## src/sv/ipi_pkg.sv

```systemverilog
// Shared types and constants for the incremental PI controller.
// No dependencies; imported by every module of the block.
package ipi_pkg;

	localparam int GAIN_W = 24;
	localparam int DATA_W = 32;
	localparam int IDX_W  = 3;
	localparam int OPD_W  = 33;
	localparam int PROD_W = 2 * OPD_W;
	localparam int ACC_W  = 60;

	localparam logic [IDX_W-1:0] REG_KP    = 3'd0;
	localparam logic [IDX_W-1:0] REG_KI    = 3'd1;
	localparam logic [IDX_W-1:0] REG_TS    = 3'd2;
	localparam logic [IDX_W-1:0] REG_UPPER = 3'd3;
	localparam logic [IDX_W-1:0] REG_LOWER = 3'd4;

	localparam logic [1:0] CLAMP_NONE = 2'd0;
	localparam logic [1:0] CLAMP_HIGH = 2'd1;
	localparam logic [1:0] CLAMP_LOW  = 2'd2;

	typedef enum logic [1:0] {
		MUL_GAIN = 2'd0,
		MUL_INT  = 2'd1,
		MUL_PROP = 2'd2
	} mul_sel_t;

	typedef struct packed {
		logic [GAIN_W-1:0] kp;
		logic [GAIN_W-1:0] ki;
		logic [GAIN_W-1:0] ts;
		logic [DATA_W-1:0] upper;
		logic [DATA_W-1:0] lower;
	} cfg_t;

	typedef struct packed {
		logic     ld_err;
		logic     mul_en;
		mul_sel_t mul_sel;
		logic     acc_init;
		logic     acc_add;
		logic     finish;
	} dp_cmd_t;

endpackage

```

## src/sv/ipi_cfg.sv

```systemverilog
// Configuration register file: gains, sample period and output limits.
// Depends on ipi_pkg.
module ipi_cfg import ipi_pkg::*; (
	input  logic              clk,
	input  logic              arst_n,
	input  logic              wen,
	input  logic [IDX_W-1:0]  index,
	input  logic [DATA_W-1:0] data,
	output cfg_t              cfg
);

	cfg_t cfg_q;

	always_ff @(posedge clk or negedge arst_n) begin
		if (!arst_n) begin
			cfg_q.kp    <= '0;
			cfg_q.ki    <= '0;
			cfg_q.ts    <= '0;
			cfg_q.upper <= 32'h7FFF_FFFF;
			cfg_q.lower <= 32'h8000_0000;
		end else if (wen) begin
			case (index)
				REG_KP:    cfg_q.kp    <= data[GAIN_W-1:0];
				REG_KI:    cfg_q.ki    <= data[GAIN_W-1:0];
				REG_TS:    cfg_q.ts    <= data[GAIN_W-1:0];
				REG_UPPER: cfg_q.upper <= data;
				REG_LOWER: cfg_q.lower <= data;
				default: begin
				end
			endcase
		end
	end

	assign cfg = cfg_q;

endmodule

```

## config.mk

```make
export PLATFORM = sky130hd
export DESIGN_NAME = ipi_cfg
export DESIGN_NICKNAME = d
export VERILOG_FILES = /design/src/sv/ipi_pkg.sv /design/src/sv/ipi_cfg.sv
export SDC_FILE = /design/constraint.sdc
export NUM_CORES = 1
export LEC_CHECK = 0
export BUFFER_PORTS_ARGS = -buffer_cell sky130_fd_sc_hd__buf_2
export CORE_MARGIN = 2
export CORE_UTILIZATION = 50
export CTS_CLUSTER_SIZE = 20
export DETAILED_ROUTE_END_ITERATION = 6
export PLACE_DENSITY = 0.83
export SKIP_LAST_GASP = 1
export SLEW_MARGIN = 25
export SYNTH_ARGS = -nofsm -noshare
export SYNTH_HDL_FRONTEND = slang
export SYNTH_SLANG_ARGS = --single-unit
```

## constraint.sdc

```tcl
create_clock -name clk -period 1.15 [get_ports clk]
set_clock_uncertainty 0.2 [all_clocks]
set_input_delay 0.23 -clock clk [delete_from_list [all_inputs] [get_ports clk]]
set_output_delay 0.23 -clock clk [all_outputs]
set_load 0.02 [all_outputs]
```

==> flow_summary.ini <==
[worst_setup_path]
path_class = flip-flop to output port
r2r_end = cfg[100]
crit_buf_inv = 1
reg2reg_from = cfg[100]
reg2reg_depth = 3
cp-end-kind = output port
crit_chain = buf_6
critPathMaxFanout = 2
slowest_delay_ps = 560
cp-start-kind = flip-flop
worstPathRequired_ps = 720
slowest_stage = dfstp_2
arrival_ps = 1200
crit_family = flip-flops
rrSetupSlack_ps = -130

[sta]
finalSetupViolations = 191
rsz0062_at_grt = yes
layout_worst_path_cycle_share_pct = 141.9
timing.fmax_ghz = 0.6127
worst_pin_slew_ps = 310.3
hold_viol_final = 0
drv_slew = 0
setup_ws_ps = -482.0
maxSlewHeadroom_pct = 79.32
whs_ps = 120.5
layout_min_cycle_time_ps = 1632

[routing]
wl_per_cell_um = 23.66
antenna_left = 0
wl_um = 17870
drc = 0
drt_iter0_markers = 170
drt_pass1_iterations = 4
vias = 3966
viasPerCell = 5.253

[synth]
yosysTopAreaCellShare_pct = 50.30
yosys.area.top_type = dfrtp_1
synth_seq_area_share_pct = 66.55
synth-seq-cells = 136
syn_avg_cell_area_um2 = 17.72
synth_area_mm2 = 0.005174
yosys_warnings = 0
ys_types = 10
synth_nets = 330
postSynthCellCount = 292
synth.area.top_cells = dfrtp_1, mux2_2, dfstp_2

[die]
initial_core_util_pct = 50.80
die-width_um = 105.7
die_area_mm2 = 0.01118
fp-row-count = 37
pin_count = 174
fp.dieH_um = 105.7
core_area_mm2 = 0.01018

[clock_tree]
path_clk_slew_ps = 60
htreeDepth = 4
clk_path_buf_depth = 2
clock_sinks = 136
clk_latency_ps = 520
cts_made_buffers = 17
cts_tree = built
root_buffer = clkbuf_8

[grt]
grt_usage_pct = 29.24
grt_pass1_wl_um = 24290
grt_start_max_net_pins = 40
antenna_found_initial = 0
grt_pass1_vias = 4288
grt_overflow = 0

[finish]
finish.utilization_pct = 89.53
fin_nets = 644
antenna_cells = 0
area_growth_pct = 76.25
fin_area_mm2 = 0.009119
layout-drive-gt1-share_pct = 76.74
fillers = 362
final_common_cell = buf_6
largest_reg_flops = 136
final_cell_mix = buf_6, dfrtp_1, mux2_4, buf_4, mux2_2

[placement]
placed_area_mm2 = 0.006629
place_ws_ps = -572.9
portBuffers = 173
gp_congestion = 0.8053
dp_hpwl_um = 8602

[status]
status = finished, violations left
violations = negative setup slack

[power]
finalPower_uw = 19220
peakVddDrop_v = 0.001303
p_per_area_mw_per_mm2 = 2107
leakagePower_uw = 0.004360

[min_path]
hold_class = input port to asynchronous set/reset pin

[flow_run]
cap_violations = 0
cells in the mapped netlist, drive strengths merged:
master	n
buf	15
nor4b	1
dfrtp	104
mux2	136
dfstp	32
and4bb	2
nor4bb	1
nand4b	1
area by class of cell:
cell class / instances / area (µm²) / area share [%]
Multi-Input combinational cell: 141 / 1918 / 21.03
Sequential cell: 136 / 3443 / 37.76
Clock buffer: 24 / 470.5 / 5.159
Timing Repair Buffer: 310 / 3020 / 33.12
Clock inverter: 8 / 96.34 / 1.057
Tap cell: 136 / 170.2 / 1.866
cell families (layout without fill, tap and decap cells):
group	Yosys count	in the layout	synth area share, %
buffers and inverters	15	342	2.539
and+or+nand+nor	5	5	1.306
muxes	136	136	29.60
DFF	136	136	66.55
layer usage:
metal | part of all wire (%) | GRT usage [%] | wire [µm]
met1 | 37 | 33.99 | 6663
met2 | 53 | 50.37 | 9450
met3 | 6.4 | 7.916 | 1145
met4 | 3.4 | 13.63 | 605
met5 | 0 | 0 | 0
repair_timing:
item | CTS | global route
setup buffers | 54 | 41
hold buffers | 34 | 0
endpoints found under the hold margin | 272 | 0
pin swaps | 0 | 1
resized for setup | 273 | 15
setup endpoints to repair | 137 | 177
cloned | 0 | 1
report_power, final:
| group | switching [µW] | internal, µW | total, µW | leakage, µW |
|---|---|---|---|---|
| clock network | 2030 | 3250 | 5280 | 0.000279 |
| registers | 957 | 6040 | 7000 | 0.00158 |
| logic | 2870 | 4080 | 6940 | 0.00250 |
| total | 5850 | 13400 | 19200 | 0.00436 |
how the worst max path moves through the flow:
| stage | start | to | depth (start not counted) |
|---|---|---|---|
| final | cfg[34] | cfg[34] | 1 |
| after global routing | cfg[39] | cfg[39] | 1 |
| after CTS | cfg[58] | cfg[58] | 1 |
| after detailed placement | index[1] | cfg[11] | 4 |
| after global placement | index[1] | cfg[13] | 4 |
| after floorplan | index[0] | cfg[112] | 3 |
through the flow:
step,TNS (ps),std cells
6_report,-52640,755
5_1_grt,-57350,755
4_1_cts,-53170,722
3_5_place_dp,-60270,602
3_3_place_gp,-57470,602
2_1_floorplan,-31710,292
No activity file was read; power rests on OpenSTA's default activity.
