--- src/sv/ipi_pkg.sv ---
// Shared types and constants for the incremental PI controller.
// No dependencies; imported by every module of the block.
package ipi_pkg;

	localparam int GAIN_W = 24;
	localparam int DATA_W = 32;
	localparam int IDX_W  = 3;
	localparam int OPD_W  = 33;
	localparam int PROD_W = 2 * OPD_W;
	localparam int ACC_W  = 60;

	localparam logic [IDX_W-1:0] REG_KP    = 3'd0;
	localparam logic [IDX_W-1:0] REG_KI    = 3'd1;
	localparam logic [IDX_W-1:0] REG_TS    = 3'd2;
	localparam logic [IDX_W-1:0] REG_UPPER = 3'd3;
	localparam logic [IDX_W-1:0] REG_LOWER = 3'd4;

	localparam logic [1:0] CLAMP_NONE = 2'd0;
	localparam logic [1:0] CLAMP_HIGH = 2'd1;
	localparam logic [1:0] CLAMP_LOW  = 2'd2;

	typedef enum logic [1:0] {
		MUL_GAIN = 2'd0,
		MUL_INT  = 2'd1,
		MUL_PROP = 2'd2
	} mul_sel_t;

	typedef struct packed {
		logic [GAIN_W-1:0] kp;
		logic [GAIN_W-1:0] ki;
		logic [GAIN_W-1:0] ts;
		logic [DATA_W-1:0] upper;
		logic [DATA_W-1:0] lower;
	} cfg_t;

	typedef struct packed {
		logic     ld_err;
		logic     mul_en;
		mul_sel_t mul_sel;
		logic     acc_init;
		logic     acc_add;
		logic     finish;
	} dp_cmd_t;

endpackage

--- src/sv/ipi_ctrl.sv ---
// Controller: one-hot sequencer over the shared multiplier, output valid flag.
// Depends on ipi_pkg; drives ipi_dp through dp_cmd_t.
module ipi_ctrl import ipi_pkg::*; (
	input  logic    clk,
	input  logic    arst_n,
	input  logic    in_valid,
	output logic    in_ready,
	output logic    out_valid,
	input  logic    out_ready,
	output dp_cmd_t cmd
);

	typedef enum logic [5:0] {
		ST_IDLE = 6'b000001,
		ST_GAIN = 6'b000010,
		ST_INT  = 6'b000100,
		ST_PROP = 6'b001000,
		ST_ACC  = 6'b010000,
		ST_FIN  = 6'b100000
	} state_t;

	state_t state_q;
	state_t state_d;
	logic   out_valid_q;
	logic   fin_go;

	assign fin_go = (state_q == ST_FIN) && (!out_valid_q || out_ready);

	always_comb begin
		state_d      = state_q;
		cmd          = '0;
		cmd.mul_sel  = MUL_GAIN;
		case (state_q)
			ST_IDLE: begin
				cmd.ld_err = in_valid;
				if (in_valid)
					state_d = ST_GAIN;
			end
			ST_GAIN: begin
				cmd.mul_en  = 1'b1;
				cmd.mul_sel = MUL_GAIN;
				state_d     = ST_INT;
			end
			ST_INT: begin
				cmd.mul_en  = 1'b1;
				cmd.mul_sel = MUL_INT;
				state_d     = ST_PROP;
			end
			ST_PROP: begin
				cmd.mul_en   = 1'b1;
				cmd.mul_sel  = MUL_PROP;
				cmd.acc_init = 1'b1;
				state_d      = ST_ACC;
			end
			ST_ACC: begin
				cmd.acc_add = 1'b1;
				state_d     = ST_FIN;
			end
			ST_FIN: begin
				// hold until the output register is free
				cmd.finish = fin_go;
				if (fin_go)
					state_d = ST_IDLE;
			end
			default: state_d = ST_IDLE;
		endcase
	end

	always_ff @(posedge clk or negedge arst_n) begin
		if (!arst_n) begin
			state_q     <= ST_IDLE;
			out_valid_q <= 1'b0;
		end else begin
			state_q     <= state_d;
			out_valid_q <= fin_go || (out_valid_q && !out_ready);
		end
	end

	assign in_ready  = (state_q == ST_IDLE);
	assign out_valid = out_valid_q;

endmodule

--- config.mk ---
export PLATFORM = sky130hd
export DESIGN_NAME = ipi_ctrl
export DESIGN_NICKNAME = d
export VERILOG_FILES = /design/src/sv/ipi_pkg.sv /design/src/sv/ipi_ctrl.sv
export SDC_FILE = /design/constraint.sdc
export NUM_CORES = 1
export LEC_CHECK = 0
export BUFFER_PORTS_ARGS = -buffer_cell sky130_fd_sc_hd__buf_2
export CAP_MARGIN = 20
export CORE_AREA = 2 2 39 41
export DETAILED_ROUTE_END_ITERATION = 16
export DIE_AREA = 0 0 41 43
export GPL_TIMING_DRIVEN = 1
export SLEW_MARGIN = 20
export SYNTH_ARGS = -nofsm -noshare
export SYNTH_HDL_FRONTEND = slang
export SYNTH_SLANG_ARGS = --single-unit
--- constraint.sdc ---
create_clock -name clk -period 1.5 [get_ports clk]
set_input_delay 0.075 -clock clk [delete_from_list [all_inputs] [get_ports clk]]
set_output_delay 0.075 -clock clk [all_outputs]
set_load 0.02 [all_outputs]
==> qor.txt, run 1 <==
DR DRC count: 0
Worst Setup Path Type: register to output port
Die ar.: 1760 um2
min Tclk post-route: 1.89 ns
Req. time, crit path: 1.42 ns
Arr. time, crit path: 1.82 ns
crit-path max cell delay: 0.53 ns
PortBufs: 12
GRT Overall Usage: 14.8%
max-cap viol count: 0
Adder-Cell Fraction of Synth Area: 0%
most frequent cells in the layout: buf_6 (12), buf_4 (11), dfrtp_1 (5)
Final Skew: 0.00521 ns
layout cells sized above 1: 69.2%
Placeable Area: 1380 um2
first-pass GRT wire length: 1670 um
syn nets: 41
I/O Pins: 13
Highest Clock Rate: 528 MHz
Synth Area per Inst: 10.6 um2
initial antenna violation count: 0
Finished Layout Cells: 81
Die Wd: 41 um
DP Wirelength: 689 um
root buf cell: clkbuf_4
crit-path max FO: 2
Post-synth ARST share: 100%
worst slew pin tran: 0.255 ns
commonest non-fill, non-tap cell in the layout: buf_6
via count: 394
Cells after Synth: 37
violated checks: setup timing
area of the multi-input gates: 278 um2
fill count: 120
DR WL met3: 44 um
layout net count: 70
largest family of logic cells by synthesized area: simple AND/OR/NAND/NOR gates
Clock Path Buffers: 2
pwr dens: 1780 nW/um2
met2 WL: 516 um
Area Growth Syn to Fin: 93.6%
starting density of the core: 28.4%
Placed Cells incl. Taps: 69
Clock transition at path regs: 0.05 ns
TritonCTS clock tree: done
Skew-Pair Late Insertion Delay: 0.25 ns
CP Capture Type: output port
final worst slack: -0.395 ns
Met1 Routed Length: 497 um
Yosys warnings: 0
leakage power: 0.325 nW
register area: 178 um2
XOR/XNOR share of the synthesized area: 2.23%
Post-synth EDFFs: 0
drt pass-1 iters: 4
mux cell area share after synthesis: 0%
cts bufs inserted: 3
setup violators final: 11
simple-gate share of the synthesized area: 33.8%
Worst VDD drop: 0.788 mV
CP max-delay cell: or4_4
overall routed net length: 1080 um
DIE HEIGHT: 43 um
Cell Area, Synth: 393 um2
Row Count: 14
n_diodes: 0
DR top layer: met4
drt wl/cell: 13.3 um
synth unique cells: 23
Startpoint Class: register
Final Hold Fails: 0
status: finished, violations left
vias in the first global route: 383
critical-path cell list: or4_4, or3b_4, a21oi_4, buf_6
prevailing post-synth register cell: dfrtp_1
Worst Hold Class: primary input to register
DRT antenna net count: 0
drt via density: 4.86
Reg2Reg Setup Slack: -0.18 ns
Synth Area in Compound Gates: 9.55%
Setup WS pre-CTS: -0.178 ns
clock sinks: 7
total grt overflow: 0
Period Utilization, post-route: 126%
H-tree levels: 1
Pins Over Slew Limit: 0
Placer Congestion: 0.690
post-synthesis sequential area ratio: 44.9%
RSZ-0062 raised after global routing: true
initial DRC count: 3
post-synthesis register bit count: 7
largest net degree at the start of global routing: 8
worst relative slew slack: 82.9%
final cells by class:
cell class	count	area share, %
multi-input combinational	23	36.5
timing repair buffer	28	32.6
sequential	7	23.4
clock buffer	4	3.45
tap	16	2.63
inverter	3	1.48
metrics by stage:
step / power (mW) / cell area [um2] / hold WS (ns) / util [%] / TNS [ns]
6_report: 1.35 / 761 / 0.0309 / 55.0 / -2.23
5_1_grt: 1.43 / 761 / 0.0383 / 55.0 / -2.85
4_1_cts: 1.24 / 698 / 0.0212 / 50.5 / -2.66
3_5_place_dp: 0.827 / 557 / -0.0797 / 40.2 / -0.408
3_3_place_gp: 0.822 / 557 / -0.0832 / 40.2 / -0.329
2_1_floorplan: 0.650 / 444 / -0.221 / - / -0.628
worst max-delay path: cells and delay by family (launching register included):
kind            cells  cell delay, ns
compound gates      1            0.12
simple gates        2            0.94
buf+inv             1            0.12
flops               1            0.39
registers in the layout, summed over array words and instances, names as in the netlist:
signal	flops
out_valid	1
state_q	6
per-layer routing:
layer	up-vias	track usage [%]
li1	188	-
met1	191	19.0
met2	13	19.4
met3	2	1.57
met4	0	16.0
met5	-	0
report_power, final:
part / total [mW] / leakage (nW) / switching [mW] / internal, mW
registers: 0.268 / 0.0915 / 0.0301 / 0.238
clock network: 0.173 / 0.0150 / 0.0711 / 0.102
logic: 0.911 / 0.219 / 0.387 / 0.524
what timing repair did:
action / in CTS / in global routing
pin swaps: 6 / 8
buffers inserted: 4 / 4
gates resized for setup: 19 / 10
hold buffers: 1 / 0
hold endpoints to repair: 7 / 0
gates cloned: 0 / 0
setup endpoints to repair: 12 / 13
synthesized netlist by cell type (2+ instances only):
| cell | count | area (um2) |
|---|---|---|
| nor4b_1 | 3 | 26.3 |
| and2_1 | 2 | 12.5 |
| inv_1 | 3 | 11.3 |
| a21oi_1 | 2 | 10.0 |
| dfrtp_1 | 6 | 150 |
| or4_4 | 2 | 22.5 |
| clkbuf_1 | 2 | 7.51 |
| nor4_1 | 2 | 12.5 |
kinds of logic after synthesis:
family                    count (synthesis)
DFF                                       7
AOI/OAI and AO/OA                         6
and+or+nand+nor                          16
xor gates and xnor gates                  1
buffers and inverters                     7
path summary, 6_finish.rpt:
check,cells past startpoint,from,to
max reg2reg,4,state_q[3]$_DFFE_PN0P_,state_q[0]$_DFFE_PN1P_
max,4,state_q[3]$_DFFE_PN0P_,cmd[0]
min,2,out_ready,out_valid$_DFF_PN0_
min in group asynchronous,2,arst_n,state_q[1]$_DFFE_PN0P_
max in group asynchronous,2,arst_n,state_q[0]$_DFFE_PN1P_
min reg2reg,2,out_valid$_DFF_PN0_,out_valid$_DFF_PN0_
Note: power is estimated with default switching activity, not from simulation.
==> run 2: changes to the inputs <==
--- a/config.mk
+++ b/config.mk
@@ -8,6 +8,7 @@
 export BUFFER_PORTS_ARGS = -buffer_cell sky130_fd_sc_hd__buf_2
 export CAP_MARGIN = 20
 export CORE_AREA = 2 2 39 41
+export CTS_BUF_LIST = sky130_fd_sc_hd__clkbuf_8 sky130_fd_sc_hd__clkbuf_16
 export DETAILED_ROUTE_END_ITERATION = 16
 export DIE_AREA = 0 0 41 43
 export GPL_TIMING_DRIVEN = 1
==> run 2 against run 1 <==
- the flow still finishes with violations (setup timing)
- first-iteration DRC count stayed put
- worst hold slack better by 0.029 ns
- cell count is 1.2% lower
- global-route usage is 0.20 points lower
- routed wire length is 4.8% lower
- critical path depth stayed put
- register-to-register slack hardly changed
- power is 3.2% higher
- critical endpoint unchanged
- flip-flop and latch count stayed put
- worst setup slack better by 0.039 ns
- count of clock-buffer cells in the layout is 1 lower
==> qor.txt, run 2 (synthesis results as in run 1) <==
DIE HEIGHT: 43 um (unchanged)
Skew-Pair Late Insertion Delay: 0.22 ns (-0.03 ns)
crit-path max FO: 2 (unchanged)
max-cap viol count: 0 (unchanged)
final worst slack: -0.356 ns (+0.0392 ns)
total grt overflow: 0 (unchanged)
initial antenna violation count: 0 (unchanged)
DP Wirelength: 689 um (unchanged)
Worst VDD drop: 0.922 mV (+17%)
Final Skew: 0.00265 ns (-0.00255 ns)
root buf cell: clkbuf_8
layout cells sized above 1: 67.2% (-2.0 points)
largest net degree at the start of global routing: 8 (unchanged)
Placeable Area: 1380 um2 (unchanged)
pwr dens: 1830 nW/um2 (+3.0%)
PortBufs: 12 (unchanged)
Clock transition at path regs: 0.04 ns (about the same)
Die Wd: 41 um (unchanged)
Arr. time, crit path: 1.78 ns (-0.04 ns)
drt wl/cell: 12.9 um (-3.6%)
DRT antenna net count: 0 (unchanged)
RSZ-0062 raised after global routing: true
leakage power: 0.330 nW (+1.6%)
status: finished, violations left
hold slack: 0.0598 ns (+0.0289 ns)
Period Utilization, post-route: 124% (-2.6 points)
most frequent cells in the layout: buf_6 (11), buf_4 (11), dfrtp_1 (5)
drt pass-1 iters: 3 (-1)
first-pass GRT wire length: 1680 um (+0.84%)
largest reg by FF count: state_q
hold wc startpoint: out_ready
origin of the critical flop-to-flop path: state_q[3]$_DFFE_PN0P_
Startpoint Class: register
Finished Layout Cells: 80 (-1.2%)
Placed Cells incl. Taps: 69 (unchanged)
Worst Hold Class: primary input to register
Final Hold Fails: 0 (unchanged)
drt via density: 4.86 (about the same)
n_diodes: 0 (unchanged)
WHS Endpoint: out_valid$_DFF_PN0_
violated checks: setup timing
Setup WS pre-CTS: -0.178 ns (unchanged)
Worst Setup Path Type: register to output port
clock sinks: 7 (unchanged)
Req. time, crit path: 1.42 ns (about the same)
DR DRC count: 0 (unchanged)
Reg2Reg Setup Slack: -0.18 ns (about the same)
GRT Overall Usage: 14.6% (-0.20 points)
total negative setup slack: -1.87 ns (+0.353 ns)
initial DRC count: 3 (unchanged)
cell count of the worst reg-to-reg path: 4 (unchanged)
setup violators final: 10 (-1)
worst slew pin tran: 0.257 ns (+0.00224 ns)
vias in the first global route: 388 (+1.3%)
I/O Pins: 13 (unchanged)
Highest Clock Rate: 539 MHz (+2.1%)
TritonCTS clock tree: done
cts bufs inserted: 3 (unchanged)
Area Growth Syn to Fin: 93.9%
Clock Path Buffers: 2 (unchanged)
Row Count: 14 (unchanged)
layout net count: 69 (-1.4%)
min Tclk post-route: 1.86 ns (-0.0392 ns)
WHS Path Cells: 2 (unchanged)
Pins Over Slew Limit: 0 (unchanged)
worst relative slew slack: 82.7% (-0.15 points)
Die ar.: 1760 um2 (unchanged)
H-tree levels: 1 (unchanged)
overall routed net length: 1030 um (-4.8%)
Placer Congestion: 0.690 (unchanged)
Reg-to-Reg End: state_q[0]$_DFFE_PN1P_
CP Capture Type: output port
starting density of the core: 28.4% (unchanged)
Largest register FFs: 6 (unchanged)
via count: 389 (-1.3%)
run 2: area by class of cell:
| cell class | instances | area, um2 |
|---|---|---|
| Clock buffer | 3 | 41.3 |
| Clock inverter | 1 | 3.75 |
| Fill cell | 120 | 622 |
| Inverter | 3 | 11.3 |
| Multi-Input combinational cell | 23 | 272 |
| Sequential cell | 7 | 178 |
| Tap cell | 16 | 20.0 |
| Timing Repair Buffer | 27 | 236 |
run 2: where the power goes:
group / switching (mW) / total (mW) / internal [mW] / leakage (nW)
combinational: 0.375 / 0.874 / 0.499 / 0.212
sequential: 0.0290 / 0.268 / 0.239 / 0.0915
clock: 0.0768 / 0.253 / 0.176 / 0.0269
total: 0.481 / 1.40 / 0.914 / 0.330
run 2: layer usage:
layer	vias up	GRT usage, %	wire length (um)
met5	-	0	0
met4	0	12.0	23
met3	2	1.57	36
met2	11	20.3	489
met1	190	19.3	480
li1	186	-	-
run 2: through the flow:
stage,power (mW),area (um2),util [%]
after floorplan,0.650,444,-
after global placement,0.822,557,40.2
after detailed placement,0.827,557,40.2
after CTS,1.31,717,51.8
after global routing,1.47,762,55.1
final,1.40,762,55.1
run 2: worst max-delay path by stage:
stage,from,endpoint,slack [ns]
6_report,state_q[3]$_DFFE_PN0P_,cmd[0],-0.36
5_1_grt,state_q[3]$_DFFE_PN0P_,cmd[0],-0.40
4_1_cts,state_q[3]$_DFFE_PN0P_,cmd[0],-0.37
3_5_place_dp,state_q[2]$_DFFE_PN0P_,cmd[0],-0.18
3_3_place_gp,state_q[2]$_DFFE_PN0P_,cmd[0],-0.16
2_1_floorplan,state_q[3]$_DFFE_PN0P_,cmd[0],-0.15
run 2: worst max-delay path: stages (launching register included):
cell     delay [ns]
dfrtp_1        0.38
or4_4          0.52
or3b_4         0.41
a21oi_4        0.12
buf_6          0.12
run 2: repair_timing:
| action | CTS | global route |
|---|---|---|
| endpoints found under the hold margin | 7 | 0 |
| gates resized for setup | 19 | 9 |
| pin swaps | 6 | 8 |
| hold buffers | 1 | 0 |
| buffers inserted | 4 | 4 |
| setup endpoints to repair | 12 | 13 |
